===== src/rtl/assert_macros.svh =====
// assertion macros used by the rtl
`ifndef ASSERT_MACROS_SVH
`define ASSERT_MACROS_SVH

// condition holds at every clock edge out of reset
`define ASSERT_ALWAYS(lbl, clk, rst_n, cond) \
    lbl: assert property (@(posedge clk) disable iff (!rst_n) (cond)) \
        else $error("assertion failed");

// antecedent implies consequent in the next cycle
`define ASSERT_NEXT(lbl, clk, rst_n, ante, cons) \
    lbl: assert property (@(posedge clk) disable iff (!rst_n) (ante) |=> (cons)) \
        else $error("assertion failed");

`endif


===== src/rtl/ffa_pkg.sv =====
// shared types and constants of the first-fit allocator
`timescale 1ns / 1ps
package ffa_pkg;
    localparam int REQ_W    = 13;
    localparam int ADDR_W   = 12;
    localparam int STATUS_W = 2;

    typedef enum logic [STATUS_W-1:0] {
        ST_OK      = 2'd0,
        ST_ZERO    = 2'd1,
        ST_NOFIT   = 2'd2,
        ST_BADFREE = 2'd3
    } t_status;
endpackage


===== src/rtl/ffa_if.sv =====
// request and response channel interfaces
`timescale 1ns / 1ps
interface ffa_req_if;
    logic                      valid;
    logic                      ready;
    logic                      mode;
    logic [ffa_pkg::REQ_W-1:0]  request_bytes;
    logic [ffa_pkg::ADDR_W-1:0] free_address;

    modport source (output valid, mode, request_bytes, free_address, input ready);
    modport sink   (input valid, mode, request_bytes, free_address, output ready);
endinterface

interface ffa_rsp_if;
    logic                       valid;
    logic                       ready;
    ffa_pkg::t_status           status;
    logic [ffa_pkg::ADDR_W-1:0] payload_address;

    modport source (output valid, status, payload_address, input ready);
    modport sink   (input valid, status, payload_address, output ready);
endinterface


===== src/rtl/ffa_mem.sv =====
// segment table memory, one write port and one registered read port
`timescale 1ns / 1ps
module ffa_mem #(
    parameter int DEPTH = 128,
    parameter int WIDTH = 27
) (
    input  logic                     i_clk,
    input  logic                     i_we,
    input  logic [$clog2(DEPTH)-1:0] i_waddr,
    input  logic [WIDTH-1:0]         i_wdata,
    input  logic [$clog2(DEPTH)-1:0] i_raddr,
    output logic [WIDTH-1:0]         o_rdata
);
    logic [WIDTH-1:0] r_mem [DEPTH];
    logic [WIDTH-1:0] r_rdata;

    always_ff @(posedge i_clk) begin
        if (i_we) begin
            r_mem[i_waddr] <= i_wdata;
        end
        r_rdata <= r_mem[i_raddr];
    end

    assign o_rdata = r_rdata;
endmodule


===== src/rtl/first_fit_heap_allocator.sv =====
// first-fit heap allocator: sequencer around one table memory
// allocate: round (S_RND1..S_RND3), walk (S_SCAN), shift (S_SHFT), S_FIN; free: walk,
// neighbour reads (S_FNXT, S_FPRV), merge (S_FMRG), shift, S_FIN; the shift moves one entry a
// cycle; no fit and bad free leave the walk for S_FIN, zero size and null free go straight to
// S_FIN; one request at a time, ready again as the response goes valid; a held response
// stalls it; reset (synchronous, active low), then S_INIT writes the initial free segment
`timescale 1ns / 1ps
`include "assert_macros.svh"
module first_fit_heap_allocator #(
    parameter int HEAP_BYTES   = 4096,
    parameter int HEADER_BYTES = 32,
    parameter int ALIGN_BYTES  = 8,
    parameter int MAX_SEGMENTS = 128
) (
    input  logic i_clk,
    input  logic i_rst_n,
    ffa_req_if.sink   i_req,
    ffa_rsp_if.source o_rsp
);
    localparam int HW  = $clog2(HEAP_BYTES + 1);
    localparam int DW  = (HW + 1 > 15) ? HW + 1 : 15;
    localparam int IW  = $clog2(MAX_SEGMENTS);
    localparam int CW  = $clog2(MAX_SEGMENTS + 1);
    localparam int EW  = 2 * HW + 1;
    localparam int SH  = 21;
    localparam int RW  = SH + 1;
    localparam int PW  = DW + RW;
    localparam logic [RW-1:0] RECIP = RW'((1 << SH) / ALIGN_BYTES);
    localparam logic [DW-1:0] HDR   = DW'(HEADER_BYTES);
    localparam logic [DW-1:0] ALN   = DW'(ALIGN_BYTES);

    typedef enum logic [3:0] {
        S_INIT, S_IDLE, S_RND1, S_RND2, S_RND3, S_SCAN,
        S_FNXT, S_FPRV, S_FMRG, S_SHFT, S_FIN
    } t_state;

    t_state r_state, n_state;
    logic                      r_mode, n_mode;
    logic [ffa_pkg::ADDR_W-1:0] r_faddr, n_faddr;
    logic [DW-1:0]             r_x, n_x;
    logic [PW-1:0]             r_prod, n_prod;
    logic [DW-1:0]             r_need, n_need;
    logic [CW-1:0]             r_count, n_count;
    logic [IW-1:0]             r_idx, n_idx;
    logic [IW-1:0]             r_rd_idx, n_rd_idx;
    logic                      r_rd_v, n_rd_v;
    logic [IW-1:0]             r_h, n_h;
    logic [HW-1:0]             r_off, n_off;
    logic [DW-1:0]             r_size, n_size;
    logic                      r_ins, n_ins;
    logic [HW-1:0]             r_new_off, n_new_off;
    logic [HW-1:0]             r_new_size, n_new_size;
    logic                      r_up, n_up;
    logic [1:0]                r_d, n_d;
    logic [IW-1:0]             r_k, n_k;
    logic [CW-1:0]             r_n, n_n;
    logic                      r_mn, n_mn;
    ffa_pkg::t_status          r_status, n_status;
    logic [ffa_pkg::ADDR_W-1:0] r_addr, n_addr;
    logic                      r_out_v, n_out_v;
    ffa_pkg::t_status          r_out_status, n_out_status;
    logic [ffa_pkg::ADDR_W-1:0] r_out_addr, n_out_addr;

    logic          m_we;
    logic [IW-1:0] m_waddr, m_raddr;
    logic [EW-1:0] m_wdata, m_rdata;

    logic [HW-1:0] e_off, e_size;
    logic          e_free;
    logic [DW-1:0] e_off_x, e_size_x, rest;
    logic          split, hit, last, fin_go, nx_ok, pv;
    logic [CW:0]   sh_s, sh_first, sh_n;
    logic [1:0]    sh_d;
    logic [DW-1:0] merged;

    assign e_free   = m_rdata[0];
    assign e_size   = m_rdata[HW:1];
    assign e_off    = m_rdata[2*HW:HW+1];
    assign e_off_x  = DW'(e_off);
    assign e_size_x = DW'(e_size);
    assign rest     = e_size_x - r_need;
    assign split    = (rest >= HDR) && (r_count < CW'(MAX_SEGMENTS));
    // the one compare of the walk: fit test on allocate, address match on free
    assign hit      = r_mode ? ((e_off_x + HDR) == DW'(r_faddr))
                             : (e_free && (e_size_x >= r_need));
    assign last     = (CW'(r_rd_idx) == (r_count - CW'(1)));
    assign fin_go   = !r_out_v || o_rsp.ready;
    assign nx_ok    = ((CW'(r_h) + CW'(1)) < r_count);
    assign pv       = (r_h != '0) && e_free;
    assign merged   = e_size_x + r_size + HDR;

    always_comb begin
        n_state      = r_state;
        n_mode       = r_mode;
        n_faddr      = r_faddr;
        n_x          = r_x;
        n_prod       = r_prod;
        n_need       = r_need;
        n_count      = r_count;
        n_idx        = r_idx;
        n_rd_idx     = r_rd_idx;
        n_rd_v       = r_rd_v;
        n_h          = r_h;
        n_off        = r_off;
        n_size       = r_size;
        n_ins        = r_ins;
        n_new_off    = r_new_off;
        n_new_size   = r_new_size;
        n_up         = r_up;
        n_d          = r_d;
        n_k          = r_k;
        n_n          = r_n;
        n_mn         = r_mn;
        n_status     = r_status;
        n_addr       = r_addr;
        n_out_v      = r_out_v;
        n_out_status = r_out_status;
        n_out_addr   = r_out_addr;
        m_we         = 1'b0;
        m_waddr      = r_h;
        m_wdata      = '0;
        m_raddr      = r_idx;
        sh_s         = '0;
        sh_d         = '0;
        sh_first     = '0;
        sh_n         = '0;

        if (r_out_v && o_rsp.ready) begin
            n_out_v = 1'b0;
        end

        case (r_state)
            S_INIT: begin
                m_we    = 1'b1;
                m_waddr = '0;
                m_wdata = {HW'(0), HW'(HEAP_BYTES - HEADER_BYTES), 1'b1};
                n_count = CW'(1);
                n_state = S_IDLE;
            end
            S_IDLE: begin
                if (i_req.valid) begin
                    n_mode   = i_req.mode;
                    n_faddr  = i_req.free_address;
                    n_ins    = 1'b0;
                    n_d      = '0;
                    n_status = ffa_pkg::ST_OK;
                    n_addr   = '0;
                    n_idx    = '0;
                    n_rd_v   = 1'b0;
                    if (!i_req.mode) begin
                        if (i_req.request_bytes == '0) begin
                            n_status = ffa_pkg::ST_ZERO;
                            n_state  = S_FIN;
                        end else begin
                            n_x     = DW'(i_req.request_bytes) + DW'(ALIGN_BYTES - 1);
                            n_state = S_RND1;
                        end
                    end else if (i_req.free_address == '0) begin
                        n_state = S_FIN;
                    end else begin
                        n_state = S_SCAN;
                    end
                end
            end
            // round up: quotient estimate by reciprocal, then one correction
            S_RND1: begin
                n_prod  = PW'(r_x) * PW'(RECIP);
                n_state = S_RND2;
            end
            S_RND2: begin
                n_need  = DW'(DW'(r_prod >> SH) * ALN);
                n_state = S_RND3;
            end
            S_RND3: begin
                if ((r_x - r_need) >= ALN) begin
                    n_need = r_need + ALN;
                end
                n_state = S_SCAN;
            end
            S_SCAN: begin
                m_raddr = r_idx;
                if (r_rd_v && hit) begin
                    n_h    = r_rd_idx;
                    n_rd_v = 1'b0;
                    if (!r_mode) begin
                        m_we       = 1'b1;
                        m_waddr    = r_rd_idx;
                        m_wdata    = {e_off, (split ? HW'(r_need) : e_size), 1'b0};
                        n_ins      = split;
                        n_new_off  = HW'(e_off_x + HDR + r_need);
                        n_new_size = HW'(rest - HDR);
                        n_addr     = ffa_pkg::ADDR_W'(e_off_x + HDR);
                        n_up       = 1'b1;
                        n_k        = IW'(r_count - CW'(1));
                        n_n        = split ? (r_count - CW'(1) - CW'(r_rd_idx)) : '0;
                        n_state    = S_SHFT;
                    end else if (e_free) begin
                        n_status = ffa_pkg::ST_BADFREE;
                        n_state  = S_FIN;
                    end else begin
                        n_off   = e_off;
                        n_size  = e_size_x;
                        n_state = S_FNXT;
                    end
                end else if (r_rd_v && last) begin
                    n_status = r_mode ? ffa_pkg::ST_BADFREE : ffa_pkg::ST_NOFIT;
                    n_state  = S_FIN;
                end else begin
                    n_idx    = r_idx + IW'(1);
                    n_rd_idx = r_idx;
                    n_rd_v   = 1'b1;
                end
            end
            S_FNXT: begin
                m_raddr = r_h + IW'(1);
                n_state = S_FPRV;
            end
            S_FPRV: begin
                m_raddr = r_h - IW'(1);
                n_mn    = nx_ok && e_free;
                if (nx_ok && e_free) begin
                    n_size = r_size + e_size_x + HDR;
                end
                n_state = S_FMRG;
            end
            S_FMRG: begin
                m_we = 1'b1;
                if (pv) begin
                    m_waddr = r_h - IW'(1);
                    m_wdata = {e_off, HW'(merged), 1'b1};
                    sh_s    = (CW + 1)'(r_h);
                    sh_d    = r_mn ? 2'd2 : 2'd1;
                end else begin
                    m_waddr = r_h;
                    m_wdata = {r_off, HW'(r_size), 1'b1};
                    sh_s    = (CW + 1)'(r_h) + (CW + 1)'(1);
                    sh_d    = r_mn ? 2'd1 : 2'd0;
                end
                sh_first = sh_s + (CW + 1)'(sh_d);
                sh_n     = (CW + 1)'(r_count) - sh_first;
                n_d      = sh_d;
                n_up     = 1'b0;
                n_k      = IW'(sh_first);
                n_n      = (sh_d == 2'd0) ? '0 : CW'(sh_n);
                n_rd_v   = 1'b0;
                n_state  = S_SHFT;
            end
            // move entries one a cycle: read at r_k, write the last read to its new place
            S_SHFT: begin
                m_raddr = r_k;
                if (r_rd_v) begin
                    m_we    = 1'b1;
                    m_waddr = r_up ? (r_rd_idx + IW'(1)) : (r_rd_idx - IW'(r_d));
                    m_wdata = m_rdata;
                end
                if (r_n != '0) begin
                    n_rd_idx = r_k;
                    n_rd_v   = 1'b1;
                    n_k      = r_up ? (r_k - IW'(1)) : (r_k + IW'(1));
                    n_n      = r_n - CW'(1);
                end else begin
                    n_rd_v = 1'b0;
                    if (!r_rd_v) begin
                        n_state = S_FIN;
                    end
                end
            end
            S_FIN: begin
                if (fin_go) begin
                    if (r_ins) begin
                        m_we    = 1'b1;
                        m_waddr = r_h + IW'(1);
                        m_wdata = {r_new_off, r_new_size, 1'b1};
                    end
                    n_count      = r_count + CW'(r_ins) - CW'(r_d);
                    n_out_v      = 1'b1;
                    n_out_status = r_status;
                    n_out_addr   = r_addr;
                    n_state      = S_IDLE;
                end
            end
            default: begin
                n_state = S_IDLE;
            end
        endcase
    end

    always_ff @(posedge i_clk) begin
        if (!i_rst_n) begin
            r_state <= S_INIT;
            r_count <= CW'(1);
            r_rd_v  <= 1'b0;
            r_out_v <= 1'b0;
            r_ins   <= 1'b0;
            r_d     <= '0;
            r_n     <= '0;
        end else begin
            r_state <= n_state;
            r_count <= n_count;
            r_rd_v  <= n_rd_v;
            r_out_v <= n_out_v;
            r_ins   <= n_ins;
            r_d     <= n_d;
            r_n     <= n_n;
        end
        r_mode       <= n_mode;
        r_faddr      <= n_faddr;
        r_x          <= n_x;
        r_prod       <= n_prod;
        r_need       <= n_need;
        r_idx        <= n_idx;
        r_rd_idx     <= n_rd_idx;
        r_h          <= n_h;
        r_off        <= n_off;
        r_size       <= n_size;
        r_new_off    <= n_new_off;
        r_new_size   <= n_new_size;
        r_up         <= n_up;
        r_k          <= n_k;
        r_mn         <= n_mn;
        r_status     <= n_status;
        r_addr       <= n_addr;
        r_out_status <= n_out_status;
        r_out_addr   <= n_out_addr;
    end

    ffa_mem #(
        .DEPTH (MAX_SEGMENTS),
        .WIDTH (EW)
    ) u_mem (
        .i_clk   (i_clk),
        .i_we    (m_we),
        .i_waddr (m_waddr),
        .i_wdata (m_wdata),
        .i_raddr (m_raddr),
        .o_rdata (m_rdata)
    );

    assign i_req.ready           = (r_state == S_IDLE);
    assign o_rsp.valid           = r_out_v;
    assign o_rsp.status          = r_out_status;
    assign o_rsp.payload_address = r_out_addr;

    `ASSERT_ALWAYS(a_count_range, i_clk, i_rst_n,
        (r_count != '0) && (r_count <= CW'(MAX_SEGMENTS)))
    `ASSERT_NEXT(a_fin_resp, i_clk, i_rst_n, (r_state == S_FIN) && fin_go, o_rsp.valid)
    `ASSERT_ALWAYS(a_err_no_addr, i_clk, i_rst_n,
        !o_rsp.valid || (o_rsp.status == ffa_pkg::ST_OK) || (o_rsp.payload_address == '0))
    `ASSERT_NEXT(a_busy_after_accept, i_clk, i_rst_n, i_req.valid && i_req.ready, !i_req.ready)
endmodule


===== src/flat_wrapper.sv =====
// flat-port wrapper written by rule: the top's interface ports become plain ports
module first_fit_heap_allocator_flat 
#(
    parameter int HEAP_BYTES   = 4096,
    parameter int HEADER_BYTES = 32,
    parameter int ALIGN_BYTES  = 8,
    parameter int MAX_SEGMENTS = 128
)
  (i_clk, i_rst_n, i_req_valid, i_req_mode, i_req_request_bytes, i_req_free_address, i_req_ready, o_rsp_valid, o_rsp_status, o_rsp_payload_address, o_rsp_ready);
  ffa_req_if i_req_i ();
  ffa_rsp_if o_rsp_i ();
  input  logic i_clk;
  input  logic i_rst_n;
  input wire logic [$bits(i_req_i.valid)-1:0] i_req_valid;
  input wire logic [$bits(i_req_i.mode)-1:0] i_req_mode;
  input wire logic [$bits(i_req_i.request_bytes)-1:0] i_req_request_bytes;
  input wire logic [$bits(i_req_i.free_address)-1:0] i_req_free_address;
  output wire logic [$bits(i_req_i.ready)-1:0] i_req_ready;
  output wire logic [$bits(o_rsp_i.valid)-1:0] o_rsp_valid;
  output wire logic [$bits(o_rsp_i.status)-1:0] o_rsp_status;
  output wire logic [$bits(o_rsp_i.payload_address)-1:0] o_rsp_payload_address;
  input wire logic [$bits(o_rsp_i.ready)-1:0] o_rsp_ready;
  assign i_req_i.valid = i_req_valid;
  assign i_req_i.mode = i_req_mode;
  assign i_req_i.request_bytes = i_req_request_bytes;
  assign i_req_i.free_address = i_req_free_address;
  assign i_req_ready = i_req_i.ready;
  assign o_rsp_valid = o_rsp_i.valid;
  assign o_rsp_status = o_rsp_i.status;
  assign o_rsp_payload_address = o_rsp_i.payload_address;
  assign o_rsp_i.ready = o_rsp_ready;
  first_fit_heap_allocator #(.HEAP_BYTES(HEAP_BYTES), .HEADER_BYTES(HEADER_BYTES), .ALIGN_BYTES(ALIGN_BYTES), .MAX_SEGMENTS(MAX_SEGMENTS)) u_core (.i_clk(i_clk), .i_rst_n(i_rst_n), .i_req(i_req_i), .o_rsp(o_rsp_i));
endmodule

===== config.mk =====
export PLATFORM = sky130hd
export DESIGN_NAME = first_fit_heap_allocator_flat
export DESIGN_NICKNAME = d
export VERILOG_FILES = /design/src/rtl/ffa_pkg.sv /design/src/rtl/ffa_if.sv /design/src/rtl/ffa_mem.sv /design/src/rtl/first_fit_heap_allocator.sv /design/src/flat_wrapper.sv
export VERILOG_INCLUDE_DIRS = /design/src /design/src/rtl
export SDC_FILE = /design/constraint.sdc
export NUM_CORES = 2
export LEC_CHECK = 0
export ABC_AREA = 1
export BUFFER_PORTS_ARGS = -buffer_cell sky130_fd_sc_hd__buf_2
export CORE_UTILIZATION = 56
export CTS_CLUSTER_SIZE = 16
export DETAILED_ROUTE_END_ITERATION = 16
export PLACE_DENSITY = 0.69
export SLEW_MARGIN = 10
export SYNTH_ARGS = -nofsm -noshare
export SYNTH_HDL_FRONTEND = slang
export SYNTH_SLANG_ARGS = --single-unit
export TNS_END_PERCENT = 30

===== constraint.sdc =====
create_clock -name i_clk -period 10.58 [get_ports i_clk]
set_input_delay 0.529 -clock i_clk [delete_from_list [all_inputs] [get_ports i_clk]]
set_output_delay 0.529 -clock i_clk [all_outputs]
set_load 0.01 [all_outputs]

==> flow_metrics.tcl <==
set metrics [dict create \
    cp-end-kind "flop" \
    path_buf_inv 3 \
    critPathMaxFanout 14 \
    r2r-start "u_core.u_mem.o_rdata[10]" \
    fin_hold_ws_ns 0.0525 \
    synth-main-ff-cell "edfxtp_1" \
    dieArea_um2 283000 \
    cts_buffers 373 \
    crit_chain "ha_1 > inv_1 > o21ai_1 > a21boi_1 > nand3_1 > nand3_1 > nand2_2 > nand3_2 > nand2_1 > inv_2 > nand2_1 > nand2_1 > nor2_1 > nand2_1 > nor2_2 > buf_4" \
    drtIter0Drc 14401 \
    post-cts-setup-buffer-count 0 \
    ys_warn_count 0 \
    syn_avg_cell_area_um2 12.0 \
    wl_um 447000 \
    drcViolationCount 12 \
    syn_inst 13103 \
    grt_pass1_vias 95579 \
    ant_nets 0 \
    fp.dieH_um 532 \
    violations "DRC" \
    cts_max_level 5 \
    relSlewSlack_pct 5.71 \
    cp_slowest_cell "dfxtp_1" \
    path_clk_slew_ns 0.06 \
    grt_overflow 0 \
    fin_tns_setup_ns 0 \
    area_growth_pct 10.0 \
    hp-class "in2reg" \
    fp.dieW_um 532 \
    root_buffer "clkbuf_16" \
    synth-seq-area-share_pct 69.6 \
    tightestPinTransition_ns 1.41 \
    clk_latency_ns 0.93 \
    max_stage_delay_ns 1.12 \
    slew_violations 0 \
    ir_drop_uv 420 \
    viasPerCell 6.08 \
    final_nets 13158 \
    critPathLaunch "u_core.u_mem.o_rdata[10]" \
    setup_violations 0 \
    critPathTopFamily "simple AND/OR/NAND/NOR gates" \
    syn_area_um2 157000 \
    cap_violations 0 \
    final_common_cell "edfxtp_1" \
    critPathRequiredTime_ns 11.18 \
    final_cell_mix "edfxtp_1 (3,613), nand2_1 (2,235), inv_1 (1,969), o211ai_1 (1,743), nand3_1 (860)" \
    fin_util_pct 62.0 \
    synth_nets 13257 \
    globalplace.congestion 0.935 \
    clk_path_buf_depth 4 \
    firstDrtPassIters 12 \
    io_pins 46 \
    ys_ff_latch 3665 \
    antenna_found_initial 16 \
    fmax_mhz 154 \
    netlist-cell-type-count 62 \
    initial_core_util_pct 56.4 \
    routedWlPerCell_um 26.3 \
    fin_crit_ns 6.50 \
    rsz0062_at_grt "false" \
    dp_hpwl_um 260000 \
    via_count 103637 \
    cts_tree "yes" \
    async_flop_share_pct 0 \
    final_hold_viol_count 0 \
    fill_cells 20899 \
    synth_edf_count 3613 \
    status "finished with violations" \
    finalCritPeriodShare_pct 61.5 \
    fin_skew_ns 0.0621 \
    core-area_um2 279000 \
    track_usage_pct 31.1 \
    crit_type "reg2reg" \
    crit_top_cell "nand2_1" \
    cts.sinks 3665 \
    worstPathArrival_ns 7.10 \
    drive_gt1_share_pct 7.78 \
    row_count 194 \
    leakage_nw 62.8 \
    grt_max_degree 227 \
    hp-start "i_req_request_bytes[5]" \
    grt_pass1_wl_um 647000 \
    powerDensity_nw_per_um2 302 \
    io_buffers 45 \
    cp-start-kind "flop" \
]
state kept, by name, indices dropped and copies added (netlist names), 8 cells and up:
| signal | cells |
|---|---|
| u_core.u_mem.o_rdata | 27 |
| u_core.r_new_off | 13 |
| u_core.r_x | 11 |
| u_core.r_faddr | 12 |
| u_core.r_n | 8 |
| u_core.r_addr | 12 |
| u_core.r_count | 8 |
| u_core.u_mem.r_mem | 3456 |
| u_core.r_need | 12 |
| u_core.r_off | 13 |
| u_core.r_size | 13 |
| u_core.o_rsp.payload_address | 12 |
| u_core.r_new_size | 13 |
| u_core.r_prod | 11 |
tightest hold or removal path: stages:
cell	delay [ns]
buf_2	0.09
inv_1	0.06
xor2_1	0.16
kinds of logic after synthesis:
group	Yosys count	synth area share, %
AO/OA/AOI/OAI	2941	12.3
XOR/XNOR	89	0.495
adder cells (fa/ha/maj)	124	1.02
buffers and inverters	2796	7.43
flip-flops	3665	69.6
AND/OR/NAND/NOR	3488	9.23
cells in the mapped netlist, drive strengths merged (8+ instances only):
master	count	area (µm²)
ha	116	1450
edfxtp	3613	108000
o21bai	11	82.6
o21ai	989	4950
nor2	288	1130
nand3	877	4410
dfxtp	52	1040
clkbuf	193	729
xnor2	26	228
nand2	2247	8480
a21oi	134	686
nor4	9	62.6
buf	604	3460
clkinv	10	37.5
nor3	24	125
o211ai	1744	13100
xor2	63	552
fa	8	160
a211oi	12	90.1
nand4	28	228
inv	1989	7470
final timing paths:
| path | end | slack (ns) | cells after the start |
|---|---|---|---|
| max | u_core.u_mem.r_mem[56][22] | 4.08 | 16 |
| min | u_core.r_x[5] | 0.05 | 3 |
| max reg2reg | u_core.u_mem.r_mem[56][22] | 4.08 | 16 |
| min reg2reg | u_core.o_rsp.payload_address[6] | 0.42 | 0 |
where the power goes:
part / internal (mW) / leakage [nW] / switching, mW / total [mW]
logic: 4.30 / 24.9 / 15.6 / 19.9
clock network: 7.30 / 5.70 / 5.53 / 12.8
registers: 19.0 / 32.1 / 0.597 / 19.6
total: 30.6 / 62.8 / 21.7 / 52.3
area by class of cell:
type                       instances  area [µm²]  share of cell area, %
sequential                      3665      110000                   63.2
multi-input combinational       6642       37100                   21.4
clock buffer                     467        9870                   5.70
inverter                        1999        7520                   4.34
tap                             3724        4660                   2.69
timing repair buffer             323        2710                   1.56
clock inverter                   204        1820                   1.05
antenna                           13        32.5                 0.0188
per-layer routing:
metal	track usage (%)	vias to the layer above	part of all wire [%]
met1	43.6	50446	39
met3	5.93	966	11
met2	45.9	5750	44
met5	0	-	0.025
met4	17.6	16	6.2
li1	-	46459	-
metrics by stage:
| step | std cells | power (mW) | setup slack [ns] | instance area [µm²] |
|---|---|---|---|---|
| finish | 17037 | 52.3 | 4.08 | 173000 |
| global placement | 16326 | 38.9 | 4.34 | 161000 |
| floorplan | 13103 | 31.6 | 2.38 | 157000 |
| CTS | 17024 | 51.9 | 4.32 | 173000 |
| global route | 17025 | 54.0 | 3.95 | 173000 |
| detailed placement | 16327 | 39.2 | 4.34 | 161000 |
repair_timing:
item | in CTS | in global routing
hold buffers | 26 | 0
gates resized for setup | 0 | 0
endpoints found under the hold margin | 33 | 0
(Power assumes the default switching activity.)
